**src/hw/rtl/ufv_pkg.sv**
```systemverilog
// Shared types and constants for the UTF-8 file name validator.
// No dependencies; used by ufv_step and utf8_filename_validator_top.
package ufv_pkg;

    localparam logic [7:0] MAX_NAME_BYTES_RESET = 8'd240;
    localparam logic [7:0] BYTE_COUNT_SAT       = 8'hff;
    localparam logic [7:0] DOT_BYTE             = 8'h2e;

    // Lead byte ranges of multi-byte sequences.
    localparam logic [7:0] LEAD2_LO = 8'hc2;
    localparam logic [7:0] LEAD2_HI = 8'hdf;
    localparam logic [7:0] LEAD3_LO = 8'he0;
    localparam logic [7:0] LEAD3_HI = 8'hef;
    localparam logic [7:0] LEAD4_LO = 8'hf0;
    localparam logic [7:0] LEAD4_HI = 8'hf4;

    // Sequence length classes.
    localparam logic [1:0] CLS_ONE   = 2'd0;
    localparam logic [1:0] CLS_TWO   = 2'd1;
    localparam logic [1:0] CLS_THREE = 2'd2;
    localparam logic [1:0] CLS_FOUR  = 2'd3;

    typedef struct packed {
        logic [7:0]  byte_count;
        logic [1:0]  pending_continuations;
        logic [20:0] partial_code_point;
        logic [1:0]  sequence_length_class;
        logic        rejected_flag;
        logic        all_dots_flag;
    } ufv_state_t;

    localparam ufv_state_t STATE_CLEAR = '{
        byte_count:            8'd0,
        pending_continuations: 2'd0,
        partial_code_point:    21'd0,
        sequence_length_class: CLS_ONE,
        rejected_flag:         1'b0,
        all_dots_flag:         1'b1
    };

endpackage

```
**src/hw/rtl/ufv_step.sv**
```systemverilog
// Per-byte next-state and verdict logic of the file name validator.
// Depends on ufv_pkg for the state struct and constants.
module ufv_step (
    input  ufv_pkg::ufv_state_t cur_state,
    input  logic [7:0]          byte_value,
    input  logic                byte_present,
    input  logic [7:0]          max_name_bytes,
    output ufv_pkg::ufv_state_t nxt_state,
    output logic                accepted
);

    localparam logic [20:0] CP_MAX     = 21'h10ffff;
    localparam logic [20:0] SURR_LO    = 21'h00d800;
    localparam logic [20:0] SURR_HI    = 21'h00dfff;
    localparam logic [20:0] CTRL_LIMIT = 21'd32;
    localparam logic [20:0] DEL_LO     = 21'd127;
    localparam logic [20:0] C1_HI      = 21'd159;
    localparam logic [20:0] SLASH      = 21'h00002f;
    localparam logic [20:0] BACKSLASH  = 21'h00005c;
    localparam logic [20:0] ALM        = 21'h00061c;
    localparam logic [20:0] LRM        = 21'h00200e;
    localparam logic [20:0] RLM        = 21'h00200f;
    localparam logic [20:0] LSEP_LO    = 21'h002028;
    localparam logic [20:0] LSEP_HI    = 21'h00202e;
    localparam logic [20:0] ISO_LO     = 21'h002066;
    localparam logic [20:0] ISO_HI     = 21'h002069;

    function automatic logic cp_bad(input logic [20:0] cp, input logic [1:0] cls);
        logic [20:0] min_cp;
        case (cls)
            ufv_pkg::CLS_ONE:   min_cp = 21'h000000;
            ufv_pkg::CLS_TWO:   min_cp = 21'h000080;
            ufv_pkg::CLS_THREE: min_cp = 21'h000800;
            ufv_pkg::CLS_FOUR:  min_cp = 21'h010000;
            default:            min_cp = 21'h000000;
        endcase
        cp_bad = (cp < min_cp) || (cp > CP_MAX)
              || (cp >= SURR_LO && cp <= SURR_HI)
              || (cp < CTRL_LIMIT) || (cp >= DEL_LO && cp <= C1_HI)
              || (cp == SLASH) || (cp == BACKSLASH)
              || (cp == ALM) || (cp == LRM) || (cp == RLM)
              || (cp >= LSEP_LO && cp <= LSEP_HI)
              || (cp >= ISO_LO && cp <= ISO_HI);
    endfunction

    ufv_pkg::ufv_state_t tk;
    logic [20:0]         cp_shift;
    logic [1:0]          pend_dec;

    assign cp_shift = {cur_state.partial_code_point[14:0], byte_value[5:0]};
    assign pend_dec = cur_state.pending_continuations - 2'd1;

    always_comb begin
        tk = cur_state;
        if (cur_state.byte_count != ufv_pkg::BYTE_COUNT_SAT) begin
            tk.byte_count = cur_state.byte_count + 8'd1;
        end
        if (byte_value != ufv_pkg::DOT_BYTE) begin
            tk.all_dots_flag = 1'b0;
        end
        if (cur_state.pending_continuations == 2'd0) begin
            if (!byte_value[7]) begin
                tk.sequence_length_class = ufv_pkg::CLS_ONE;
                if (cp_bad({13'd0, byte_value}, ufv_pkg::CLS_ONE)) begin
                    tk.rejected_flag = 1'b1;
                end
            end else if (byte_value >= ufv_pkg::LEAD2_LO && byte_value <= ufv_pkg::LEAD2_HI) begin
                tk.pending_continuations = 2'd1;
                tk.partial_code_point    = {16'd0, byte_value[4:0]};
                tk.sequence_length_class = ufv_pkg::CLS_TWO;
            end else if (byte_value >= ufv_pkg::LEAD3_LO && byte_value <= ufv_pkg::LEAD3_HI) begin
                tk.pending_continuations = 2'd2;
                tk.partial_code_point    = {17'd0, byte_value[3:0]};
                tk.sequence_length_class = ufv_pkg::CLS_THREE;
            end else if (byte_value >= ufv_pkg::LEAD4_LO && byte_value <= ufv_pkg::LEAD4_HI) begin
                tk.pending_continuations = 2'd3;
                tk.partial_code_point    = {18'd0, byte_value[2:0]};
                tk.sequence_length_class = ufv_pkg::CLS_FOUR;
            end else begin
                tk.rejected_flag = 1'b1;
            end
        end else if (byte_value[7:6] != 2'b10) begin
            // A stray non-continuation byte abandons the open sequence.
            tk.rejected_flag         = 1'b1;
            tk.pending_continuations = 2'd0;
            tk.partial_code_point    = 21'd0;
        end else begin
            tk.pending_continuations = pend_dec;
            if (pend_dec == 2'd0) begin
                if (cp_bad(cp_shift, cur_state.sequence_length_class)) begin
                    tk.rejected_flag = 1'b1;
                end
                tk.partial_code_point = 21'd0;
            end else begin
                tk.partial_code_point = cp_shift;
            end
        end
    end

    assign nxt_state = byte_present ? tk : cur_state;

    assign accepted = !nxt_state.rejected_flag
                   && (nxt_state.pending_continuations == 2'd0)
                   && (nxt_state.byte_count != 8'd0)
                   && (nxt_state.byte_count != ufv_pkg::BYTE_COUNT_SAT)
                   && (nxt_state.byte_count <= max_name_bytes)
                   && !(nxt_state.all_dots_flag
                        && (nxt_state.byte_count == 8'd1 || nxt_state.byte_count == 8'd2));

endmodule

```
**src/hw/rtl/utf8_filename_validator_top.sv**
```systemverilog
// Top level of the streaming UTF-8 file name validator.
// Depends on ufv_pkg and ufv_step.
//
// A file name arrives one byte per item on the slave stream; the item with
// tlast high ends the name and yields exactly one verdict item on the master
// stream (m_tdata bit 0 high means the name is a safe basename). Items
// without tlast yield nothing. The block sustains one item per clock while no
// last item is held back by a stalled master stream: an accepted item is
// held in an input register, from which the combinational per-byte decoder
// updates the name state and, for a last item, loads the verdict into the
// output register. A stalled master stream holds back the slave stream only
// while a last item waits in the input register for the output register,
// and then every item behind it waits as well. The byte limit register may
// be written only while no name is in flight; it resets to 240. After each
// verdict the name state clears.
module utf8_filename_validator_top (
    input  logic       aclk,
    input  logic       aresetn,
    input  logic       s_tvalid,
    output logic       s_tready,
    input  logic [7:0] s_tdata,   // [7:0] byte_value
    input  logic       s_tuser,   // [0] byte_present
    input  logic       s_tlast,   // last
    output logic       m_tvalid,
    input  logic       m_tready,
    output logic [7:0] m_tdata,   // [0] accepted, [7:1] zero
    input  logic       cfg_we,
    input  logic [7:0] cfg_wdata  // max_name_bytes
);

    // Input register stage.
    logic       in_vld_reg;
    logic [7:0] in_byte_reg;
    logic       in_present_reg;
    logic       in_last_reg;

    // Name state and byte limit.
    ufv_pkg::ufv_state_t state_reg;
    ufv_pkg::ufv_state_t state_next;
    logic [7:0]          max_bytes_reg;

    // Output register stage.
    logic out_vld_reg;
    logic out_acc_reg;

    logic step_acc;
    logic out_free;
    logic advance;

    // The output register can take a verdict when empty or being emptied.
    assign out_free = !out_vld_reg || m_tready;
    // An item without tlast never needs the output register.
    assign advance  = in_vld_reg && (!in_last_reg || out_free);
    assign s_tready = !in_vld_reg || advance;

    ufv_step u_step (
        .cur_state      (state_reg),
        .byte_value     (in_byte_reg),
        .byte_present   (in_present_reg),
        .max_name_bytes (max_bytes_reg),
        .nxt_state      (state_next),
        .accepted       (step_acc)
    );

    always_ff @(posedge aclk) begin
        if (!aresetn) begin
            in_vld_reg    <= 1'b0;
            out_vld_reg   <= 1'b0;
            state_reg     <= ufv_pkg::STATE_CLEAR;
            max_bytes_reg <= ufv_pkg::MAX_NAME_BYTES_RESET;
        end else begin
            if (cfg_we) begin
                max_bytes_reg <= cfg_wdata;
            end
            if (s_tready) begin
                in_vld_reg <= s_tvalid;
            end
            if (advance) begin
                state_reg <= in_last_reg ? ufv_pkg::STATE_CLEAR : state_next;
            end
            if (advance && in_last_reg) begin
                out_vld_reg <= 1'b1;
            end else if (m_tready) begin
                out_vld_reg <= 1'b0;
            end
        end
    end

    // Payload registers carry no reset.
    always_ff @(posedge aclk) begin
        if (s_tready && s_tvalid) begin
            in_byte_reg    <= s_tdata;
            in_present_reg <= s_tuser;
            in_last_reg    <= s_tlast;
        end
        if (advance && in_last_reg) begin
            out_acc_reg <= step_acc;
        end
    end

    assign m_tvalid = out_vld_reg;
    assign m_tdata  = {7'd0, out_acc_reg};

    // A verdict always leaves the name state fully cleared.
    a_clear_after_verdict: assert property (@(posedge aclk) disable iff (!aresetn)
        (advance && in_last_reg) |=> (state_reg == ufv_pkg::STATE_CLEAR))
        else $error("name state not cleared after verdict");

    // A verdict only appears after a last item went through the decoder.
    a_verdict_from_last: assert property (@(posedge aclk) disable iff (!aresetn)
        $rose(out_vld_reg) |-> $past(advance && in_last_reg))
        else $error("verdict without a last item");

    // Pending continuations never exceed what the lead byte announced.
    a_pending_within_class: assert property (@(posedge aclk) disable iff (!aresetn)
        state_reg.pending_continuations <= state_reg.sequence_length_class)
        else $error("pending continuations exceed sequence class");

    // A last item waiting behind a full, stalled output register is not lost.
    a_last_held: assert property (@(posedge aclk) disable iff (!aresetn)
        (in_vld_reg && in_last_reg && !out_free) |=> (in_vld_reg && in_last_reg))
        else $error("stalled last item dropped");

endmodule

```
**config.mk**
```make
export PLATFORM = sky130hd
export DESIGN_NAME = utf8_filename_validator_top
export DESIGN_NICKNAME = d
export VERILOG_FILES = /design/src/hw/rtl/ufv_pkg.sv /design/src/hw/rtl/ufv_step.sv /design/src/hw/rtl/utf8_filename_validator_top.sv
export SDC_FILE = /design/constraint.sdc
export NUM_CORES = 1
export LEC_CHECK = 0
export BUFFER_PORTS_ARGS = -buffer_cell sky130_fd_sc_hd__clkbuf_2
export CORE_MARGIN = 3
export CORE_UTILIZATION = 55
export CTS_CLUSTER_DIAMETER = 150
export CTS_CLUSTER_SIZE = 25
export DETAILED_ROUTE_END_ITERATION = 12
export MAX_ROUTING_LAYER = met4
export PLACE_DENSITY = 0.75
export SETUP_SLACK_MARGIN = 0.2
export SLEW_MARGIN = 20
export SYNTH_ARGS = -nofsm -noshare
export SYNTH_HDL_FRONTEND = slang
export SYNTH_SLANG_ARGS = --single-unit
```
**constraint.sdc**
```tcl
create_clock -name aclk -period 3.2 [get_ports aclk]
set_input_delay 0.16 -clock aclk [delete_from_list [all_inputs] [get_ports aclk]]
set_output_delay 0.16 -clock aclk [all_outputs]
set_load 0.03 [all_outputs]
```
==> Yosys cells after proc, flatten, opt, wreduce, memory -nomap -nowiden <==
Index checks and enable logic that the tools add are counted.
{ "totals": {"register_bits": 50, "in_bits": 23, "word_cells": 136} }
{ "op_classes": {"addsub": 2, "n_lt_le_gt_ge": 22, "n_eq_ne": 19, "n_mux": 29, "n_reduce_logical": 51} }
{ "op_table": {"columns": ["op", "n"], "rows": [
  ["21-bit two-way mux", 6],
  ["21-bit one-hot mux with 4 select lines", 1],
  ["25-bit two-way mux", 3],
  ["35-bit two-way mux", 2],
  ["23-bit two-way mux", 3],
  ["21-bit by 14-bit == test with 1-bit output (second input constant)", 2],
  ["21-bit by 14-bit greater-or-equal comparator with 1-bit output (second input constant)", 2],
  ["21-bit by 14-bit less-or-equal comparator with 1-bit output (second input constant)", 2],
  ["8-bit less-or-equal comparator (second input constant)", 4],
  ["8-bit greater-or-equal comparator (second input constant)", 3],
  ["21-bit by 11-bit == test with 1-bit output (second input constant)", 1],
  ["21-bit by 6-bit == test with 1-bit output (second input constant)", 1],
  ["21-bit by 7-bit == test with 1-bit output (second input constant)", 1],
  ["21-bit by 16-bit greater-or-equal comparator with 1-bit output (second input constant)", 1],
  ["21-bit by 7-bit greater-or-equal comparator with 1-bit output (second input constant)", 1],
  ["21-bit greater-than comparator (second input constant)", 1],
  ["21-bit by 16-bit less-or-equal comparator with 1-bit output (second input constant)", 1],
  ["21-bit by 8-bit less-or-equal comparator with 1-bit output (second input constant)", 1],
  ["21-bit < comparator", 1],
  ["21-bit by 6-bit < comparator with 1-bit output (second input constant)", 1],
  ["8-bit by 21-bit < comparator with 1-bit output", 1],
  ["1-bit logical OR", 19],
  ["1-bit logical AND", 17],
  ["8-bit != test (second input constant)", 2],
  ["25 further kinds", 46]
]} }

==> Longest topological paths before layout <==
Gate-level depths: netlist of run 1.
{ "depth": {"word_depth": 28, "ltp_mapped": 12, "depth_no_buf": 12} }

==> Cells and area by module <==
From an unflattened synthesis of run 1, not the netlist that was laid out.
{ "hier_totals": {"cells_unflattened": 368, "area_unflattened_um2": 3362.0} }
{ "modules_own_cells": {"columns": ["mod", "n_inst", "cells_each", "area_each_um2", "seq_area_each_um2"], "rows": [
  ["utf8_filename_validator_top", 1, 140, 1880.6, 1231.2],
  ["ufv_step", 1, 228, 1481.4, 0.0]
]} }

==> Worst setup path after synthesis of run 1 <==
OpenSTA, ideal clock, no wires.
{ "synth_timing": {"path_type": "reg-to-reg", "from": "register state_reg[27] in the netlist's numbering", "to": "register out_acc_reg (data pin)", "setup_time_ns": 0.176, "arrival_time_ns": 2.441, "required_time_ns": 3.024, "path_slack_ns": 0.583, "path_stages_with_launch": 12, "n_path_buf": 0, "path_cell_list": "dfxtp_1 ha_1 nand3_1 o21ai_1 mux2_2 ha_1 nor2b_1 o211ai_1 a21oi_1 o22ai_1 nand3_1 nor4_1"} }
{ "synth_via": {"elab_chain_cells": 8, "word_cells_on_any_way": 16} }
{ "synth_lines": {"columns": ["element", "line", "text"], "rows": [
  ["from (decl)", "utf8_filename_validator_top.sv:38", "ufv_pkg::ufv_state_t state_reg;"],
  ["from (signal assigned)", "utf8_filename_validator_top.sv:69", "state_reg <= ufv_pkg::STATE_CLEAR;"],
  ["from (signal assigned)", "utf8_filename_validator_top.sv:79", "state_reg <= in_last_reg ? ufv_pkg::STATE_CLEAR : state_next;"],
  ["8-bit by 1-bit adder with 8-bit output or 8-bit != test (tied branches)", "ufv_step.sv:56, ufv_step.sv:55", null],
  ["8-bit two-way mux", "ufv_step.sv:55", "if (cur_state.byte_count != ufv_pkg::BYTE_COUNT_SAT) begin"],
  ["35-bit two-way mux *", "ufv_step.sv:100", "assign nxt_state = byte_present ? tk : cur_state;"],
  ["branches (longest 4 deep; another with 8-bit less-or-equal comparator)", null, null],
  ["1-bit logical AND *", "ufv_step.sv:107", "&& !(nxt_state.all_dots_flag"],
  ["net step_acc", "utf8_filename_validator_top.sv:46", "logic step_acc;"],
  ["to (signal assigned)", "utf8_filename_validator_top.sv:97", "out_acc_reg <= step_acc;"],
  ["to (decl)", "utf8_filename_validator_top.sv:44", "logic out_acc_reg;"]
]} }
Mark *: on every way through the listed nets, which the timed path passes. The select of a mux whose other input is x is not followed.
A chain may end at the register's enable or synchronous reset.

==> Worst setup path after layout of run 1 <==
{ "layout_timing": {"from": "register state_reg[30] in the netlist's numbering", "to": "register out_acc_reg (data pin)"} }
Same word-level chain as after synthesis.

==> results.cfg, run 1 <==
[outcome]
run_status = completed

[detailed_routing]
route.detailed.drc = 0
post_drt_wl_per_cell_um = 14.78
route.detailed.vias_per_inst = 5.859
dr.pass1.iters = 4
number_of_routed_nets_with_antenna_violations = 0
dr_total_vias = 2613
drt-initial-drc-count = 224
drt_wl_total_um = 6592

[sta]
finalCriticalPeriod_ns = 2.726
min_period_over_period_pct = 85.19
maxSlewHeadroom_pct = 38.10
fmaxAchievable_ghz = 0.3668
setup_tns_ns = 0
timing.final.setup_violations = 0
hold_violations = 0
report.final.slew_viol_count = 0
worst_clock_skew_ns = 0.01226
rsz0062_at_grt = no
worst_pin_slew_ns = 0.9241

[global_routing]
grt_pass1_vias = 2421
maximum_number_of_pins_on_one_net_before_global_route_repair = 42
global_route.peak_usage_layer = met1
grtUsageMet1_pct = 32.48
gr-usage-all-layers_pct = 22.33
grt_pass1_wl_um = 11260
met3_usage_pct = 4.102
met2_global_route_usage_pct = 31.77
initial_antenna_violation_count = 0
gr-total-overflow = 0

[clocking]
clock_sink_count = 50
h-tree-depth = 2
clk-insertion-delay-late_ns = 0.31
path_clk_slew_ns = 0.09
numCtsBuffers = 5
clock-root-buffer = sky130_fd_sc_hd__clkbuf_8
cts_tree = yes
max-clock-path-buffers = 2
cts_setup_buffers = 0

[place]
placed_cells_incl_taps = 438
detailed_place_hpwl_um = 4775
io_buffers = 25
gp_routability_congestion = 0.9105

[logic_synthesis]
synth_async_sr_flop_share_pct = 0
ys_ff_latch = 50
syn-mean-instance-area_sq_um = 8.491
ys_warn_count = 0
distinct_cells_synth = 67
synth-edff-count = 11
synth_cells = 365
synth_area_sq_mm = 0.003099
yosysSeqAreaShare_pct = 35.85
synth-main-ff-cell = sky130_fd_sc_hd__dfxtp_1

[worst_setup_path]
cp-start-kind = flip-flop
critPathCaptureType = flip-flop
critical_path_peak_fanout = 7
crit_required_ns = 3.33
critical_path_arrival_ns = 2.86
setup.worst_path.class = reg2reg

[floorplanning]
die_w_um = 81.07
fp-row-count = 26
chipHeight_um = 81.07
core_area_sq_mm = 0.005270
io-pin-count = 33
die_area_sq_mm = 0.006572
start_util_pct = 58.81

[power_and_ir_drop]
leak_nw = 1.265
p_switching_w = 0.0003098
share_comb_of_total_power_pct = 11.2
seq_power_share_pct = 58.3
vdd_ir_drop_max_mv = 0.3666
power_switching_share_pct = 26.40
power.density_mw_per_mm2 = 358.7
power_frac_clock_pct = 30.5
p_int_w = 0.0008639

[cells_and_area]
areaGrowthSynthToFinish_pct = 5.571
final_cell_count_no_fill = 446
diodes = 0
max_ffs_per_register = 29
design.final.nets = 411
drive_gt1_share_pct = 13.56

[min_path]
holdCritPathClass = in2reg

[flow_run]
max_cap_violations = 0
area by class of cell:
type | instances | area, sq um
Clock buffer | 6 | 72.57
Clock inverter | 2 | 8.758
Fill cell | 496 | 1998
Inverter | 21 | 78.83
Multi-Input combinational cell | 270 | 1772
Sequential cell | 50 | 1112
Tap cell | 70 | 87.58
Timing Repair Buffer | 27 | 140.1
timing repair:
action                     4_1_cts  5_1_grt
hold buffers                     0        0
resized for setup                0        4
setup endpoints to repair        0        1
cells by family (layout without fill, tap and decap cells):
family                   Yosys count  in the layout  share of synthesized area, %
adder cells (fa/ha/maj)           14             14                         5.571
AO/OA/AOI/OAI                     86             86                         20.15
other                              1              7                        0.1210
buffers and inverters             51             56                         8.276
AND/OR/NAND/NOR                  150            150                         25.76
multiplexers                      11             11                         3.714
XOR/XNOR                           2              2                        0.5653
flip-flops                        50             50                         35.85
cells in the final DEF (no fill, tap or decap), types with 4 or more instances in the layout:
master,n
sky130_fd_sc_hd__a21boi_0,13
sky130_fd_sc_hd__a21boi_1,5
sky130_fd_sc_hd__a21oi_1,9
sky130_fd_sc_hd__a22oi_1,5
sky130_fd_sc_hd__a31oi_1,4
sky130_fd_sc_hd__and2_1,4
sky130_fd_sc_hd__clkbuf_2,25
sky130_fd_sc_hd__clkbuf_8,5
sky130_fd_sc_hd__conb_1,7
sky130_fd_sc_hd__dfxtp_1,38
sky130_fd_sc_hd__edfxtp_1,11
sky130_fd_sc_hd__ha_1,12
sky130_fd_sc_hd__inv_1,21
sky130_fd_sc_hd__mux2_2,4
sky130_fd_sc_hd__mux2i_1,7
sky130_fd_sc_hd__nand2_1,41
sky130_fd_sc_hd__nand3_1,24
sky130_fd_sc_hd__nand4_1,10
sky130_fd_sc_hd__nor2_1,17
sky130_fd_sc_hd__nor2b_1,13
sky130_fd_sc_hd__nor3_1,6
sky130_fd_sc_hd__nor4_1,8
sky130_fd_sc_hd__o211ai_1,8
sky130_fd_sc_hd__o21ai_0,9
sky130_fd_sc_hd__o21ai_1,4
sky130_fd_sc_hd__or3_1,4
routing by layer:
layer,part of all wire (%),routed length (um)
met4,1.4,91
met5,0,0
met3,4.9,326
met1,50,3276
met2,44,2898
per-stage QoR:
stage                     setup WS, ns  hold slack [ns]  cell area [sq um]  total power (W)  util, %
after floorplan                 0.5827           0.2589               3122        0.0007993        -
after global placement          0.4527           0.3374               3172        0.0008237    60.19
after detailed placement        0.3510           0.3386               3172        0.0008268    60.19
after CTS                       0.3276          0.02682               3253         0.001181    61.73
after global routing            0.2330          0.02036               3272         0.001224    62.08
final                           0.4740          0.03302               3272         0.001174    62.08
power by group through the flow:
stage	registers [W]	clock network (W)	logic [W]
5_1_grt	0.000687	0.000391	0.000146
3_5_place_dp	0.000698	0	0.000129
4_1_cts	0.000683	0.000368	0.000130
6_report	0.000684	0.000358	0.000131
3_3_place_gp	0.000697	0	0.000127
2_1_floorplan	0.000684	0	0.000115
critical path, cell delays in order, from the launching register on:
cell                       delay, ns
sky130_fd_sc_hd__dfxtp_1        0.45
sky130_fd_sc_hd__nand4_1        0.30
sky130_fd_sc_hd__o21ai_4        0.30
sky130_fd_sc_hd__mux2_2         0.39
sky130_fd_sc_hd__ha_1           0.29
sky130_fd_sc_hd__nor2b_1        0.13
sky130_fd_sc_hd__o211ai_1       0.15
sky130_fd_sc_hd__a21oi_1        0.09
sky130_fd_sc_hd__o22ai_1        0.11
sky130_fd_sc_hd__nand3_1        0.09
sky130_fd_sc_hd__nor4_1         0.25
final timing paths:
kind,cells past startpoint,end,from,slack (ns)
min,1,in_byte_reg[5],s_tdata[5],0.03
max,10,out_acc_reg,state_reg[30],0.47
max reg2reg,10,out_acc_reg,state_reg[30],0.47
min reg2reg,2,state_reg[15],state_reg[15],0.49
Yosys cell counts (3+ instances only):
library cell | count | area (sq um)
sky130_fd_sc_hd__and2_1 | 4 | 25.02
sky130_fd_sc_hd__nand4_1 | 10 | 62.56
sky130_fd_sc_hd__a22oi_1 | 5 | 37.54
sky130_fd_sc_hd__or3_1 | 4 | 25.02
sky130_fd_sc_hd__nand2b_1 | 3 | 18.77
sky130_fd_sc_hd__mux2i_1 | 7 | 70.07
sky130_fd_sc_hd__nor4_1 | 8 | 50.05
sky130_fd_sc_hd__ha_1 | 13 | 162.7
sky130_fd_sc_hd__a21boi_1 | 5 | 37.54
sky130_fd_sc_hd__mux2_2 | 4 | 45.04
sky130_fd_sc_hd__nand3_1 | 24 | 120.1
sky130_fd_sc_hd__o21ai_1 | 5 | 25.02
sky130_fd_sc_hd__a21oi_1 | 10 | 50.05
sky130_fd_sc_hd__clkbuf_1 | 11 | 41.29
sky130_fd_sc_hd__nor2b_1 | 13 | 81.33
sky130_fd_sc_hd__nor2_1 | 17 | 63.81
sky130_fd_sc_hd__dfxtp_1 | 39 | 780.8
sky130_fd_sc_hd__nand2_1 | 41 | 153.9
sky130_fd_sc_hd__buf_4 | 8 | 60.06
sky130_fd_sc_hd__o211ai_1 | 8 | 60.06
sky130_fd_sc_hd__buf_2 | 5 | 25.02
sky130_fd_sc_hd__o22ai_1 | 3 | 18.77
sky130_fd_sc_hd__a21boi_0 | 13 | 97.59
sky130_fd_sc_hd__nor3_1 | 6 | 30.03
sky130_fd_sc_hd__and3_1 | 3 | 18.77
sky130_fd_sc_hd__inv_1 | 21 | 78.83
sky130_fd_sc_hd__o21ai_0 | 9 | 45.04
sky130_fd_sc_hd__a2bb2oi_1 | 3 | 26.28
sky130_fd_sc_hd__edfxtp_1 | 11 | 330.3
sky130_fd_sc_hd__a31oi_1 | 4 | 25.02
Power figures use the tool's default switching activity.
==> run 2, diff against run 1 <==
--- a/config.mk
+++ b/config.mk
@@ -6,6 +6,7 @@
 export NUM_CORES = 1
 export LEC_CHECK = 0
 export BUFFER_PORTS_ARGS = -buffer_cell sky130_fd_sc_hd__clkbuf_2
+export CORE_ASPECT_RATIO = 2
 export CORE_MARGIN = 3
 export CORE_UTILIZATION = 55
 export CTS_CLUSTER_DIAMETER = 150
==> run 2 against run 1 <==
Critical path depth decreased by 1. Via count up 7.8%. Sequential share of layout area fell by 1.0 points. Combinational power is 7% higher. Total power up 9.6%. Sequential power about the same. Register-to-register slack about the same. Setup slack gained 0.0099 ns. Cell count shrank 0.22%. Die area is 0.84% higher. Largest cell class unchanged.
==> results.cfg, run 2 (synthesis gave the netlist of run 1 again) <==
[cells_and_area]
diodes = 0
drive_gt1_share_pct = 15.06
max_ffs_per_register = 29
areaGrowthSynthToFinish_pct = 8.963
post-route-cell-area_sq_mm = 0.003377
final_cell_count_no_fill = 445
fill_cells = 493
most-common-layout-cells = 41 x sky130_fd_sc_hd__nand2_1, 37 x sky130_fd_sc_hd__dfxtp_1, 25 x sky130_fd_sc_hd__clkbuf_2
layout.cells.most_common = sky130_fd_sc_hd__nand2_1
design.final.nets = 420

[power_and_ir_drop]
report.power.total_w = 0.001286
leak_nw = 1.322
power.density_mw_per_mm2 = 380.8
vdd_ir_drop_max_mv = 0.4113

[detailed_routing]
route.detailed.drc = 0
drt-initial-drc-count = 148
number_of_routed_nets_with_antenna_violations = 0
dr.pass1.iters = 4
drt_wl_total_um = 7899
post_drt_wl_per_cell_um = 17.75
route.detailed.vias_per_inst = 6.330
dr_total_vias = 2817

[global_routing]
met3_usage_pct = 4.718
maximum_number_of_pins_on_one_net_before_global_route_repair = 42
grt_pass1_vias = 2778
gr-total-overflow = 0
initial_antenna_violation_count = 0
grtUsageMet1_pct = 23.98
gr-usage-all-layers_pct = 26.06
grt_pass1_wl_um = 12830
met2_global_route_usage_pct = 46.60
global_route.peak_usage_layer = met2

[flow_run]
max_cap_violations = 0

[clocking]
max-clock-path-buffers = 2
clk-insertion-delay-late_ns = 0.33
clock_sink_count = 50
h-tree-depth = 2
numCtsBuffers = 5
cts_tree = yes
path_clk_slew_ns = 0.09
clock-root-buffer = sky130_fd_sc_hd__clkbuf_8

[place]
io_buffers = 25
placed_cells_incl_taps = 429
gp_routability_congestion = 0.9924
detailed_place_hpwl_um = 5765
placed_area_sq_mm = 0.003167

[sta]
report.final.slew_viol_count = 0
maxSlewHeadroom_pct = 30.18
timing.final.setup_violations = 0
worst_clock_skew_ns = 0.01242
finalCriticalPeriod_ns = 2.716
setup_tns_ns = 0
hold_violations = 0
worst_pin_slew_ns = 1.042
fmaxAchievable_ghz = 0.3682
rsz0062_at_grt = no
min_period_over_period_pct = 84.88

[floorplanning]
fp-row-count = 38
chipHeight_um = 112.2
die_area_sq_mm = 0.006626
core_area_sq_mm = 0.005420
start_util_pct = 57.18
die_w_um = 59.08
io-pin-count = 33

[worst_setup_path]
critical_path_peak_fanout = 10
r2r_setup_slk_ns = 0.48
critical-path-max-stage-delay_ns = 0.61
critPathCaptureType = flip-flop
critical_path_arrival_ns = 2.87
timing.critical_path.max_delay_family = simple AND/OR/NAND/NOR gates
crit_path_start = in_present_reg
series_of_cell_instances_along_the_critical_path = and4_1 > o2111ai_1 > xnor2_2 > ha_1 > a21oi_1 > o21ai_0 > o22ai_1 > nand3_1 > nor4_1
reg2reg_from = in_present_reg
path_buf_inv = 0
setup.worst_path.class = reg2reg
slowest_stage = sky130_fd_sc_hd__edfxtp_1
crit_required_ns = 3.35
cp-start-kind = flip-flop

[min_path]
holdCritPathClass = in2reg
hold_path.startpoint = s_tuser

[outcome]
run_status = completed
==> run 2: path summary, 6_finish.rpt <==
kind,cells past startpoint,end
max,9,out_acc_reg
max reg2reg,9,out_acc_reg
min reg2reg,2,state_reg[15]
min,1,in_present_reg
==> run 2: repair_timing <==
item                                   4_1_cts  5_1_grt
resized for setup                            0        6
hold buffers                                 2        3
buffers inserted                             0        3
endpoints found under the hold margin        2        3
setup endpoints to repair                    0        1
==> run 2: power by group <==
group	leakage, nW	total [W]	internal (W)	switching (W)
registers	0.425	0.000685	0.000663	0.0000227
logic	0.846	0.000140	0.0000562	0.0000836
clock network	0.0514	0.000461	0.000234	0.000227
total	1.32	0.00129	0.000952	0.000334
==> run 2: cell type report <==
type	count	area, sq um	area share (%)
tap	60	75.07	2.223
clock inverter	2	37.54	1.112
sequential	50	1114	32.98
multi-input combinational	270	1779	52.69
timing repair buffer	36	220.2	6.521
inverter	21	78.83	2.334
clock buffer	6	72.57	2.149
==> run 2: per-stage QoR <==
stage               util (%)  setup WS [ns]  hold WS, ns
floorplan                  -         0.5827       0.2589
global placement       58.43         0.3979       0.3376
detailed placement     58.43         0.2829       0.3386
CTS                    60.83         0.2585     0.002420
global route           62.30         0.2204     0.002397
finish                 62.30         0.4838     0.009314
==> run 2: per-layer routing <==
metal	share of wire, %	vias to the layer above
met1	35	1343
met5	0	-
met2	57	84
li1	-	1354
met3	3.4	36
met4	4.8	0
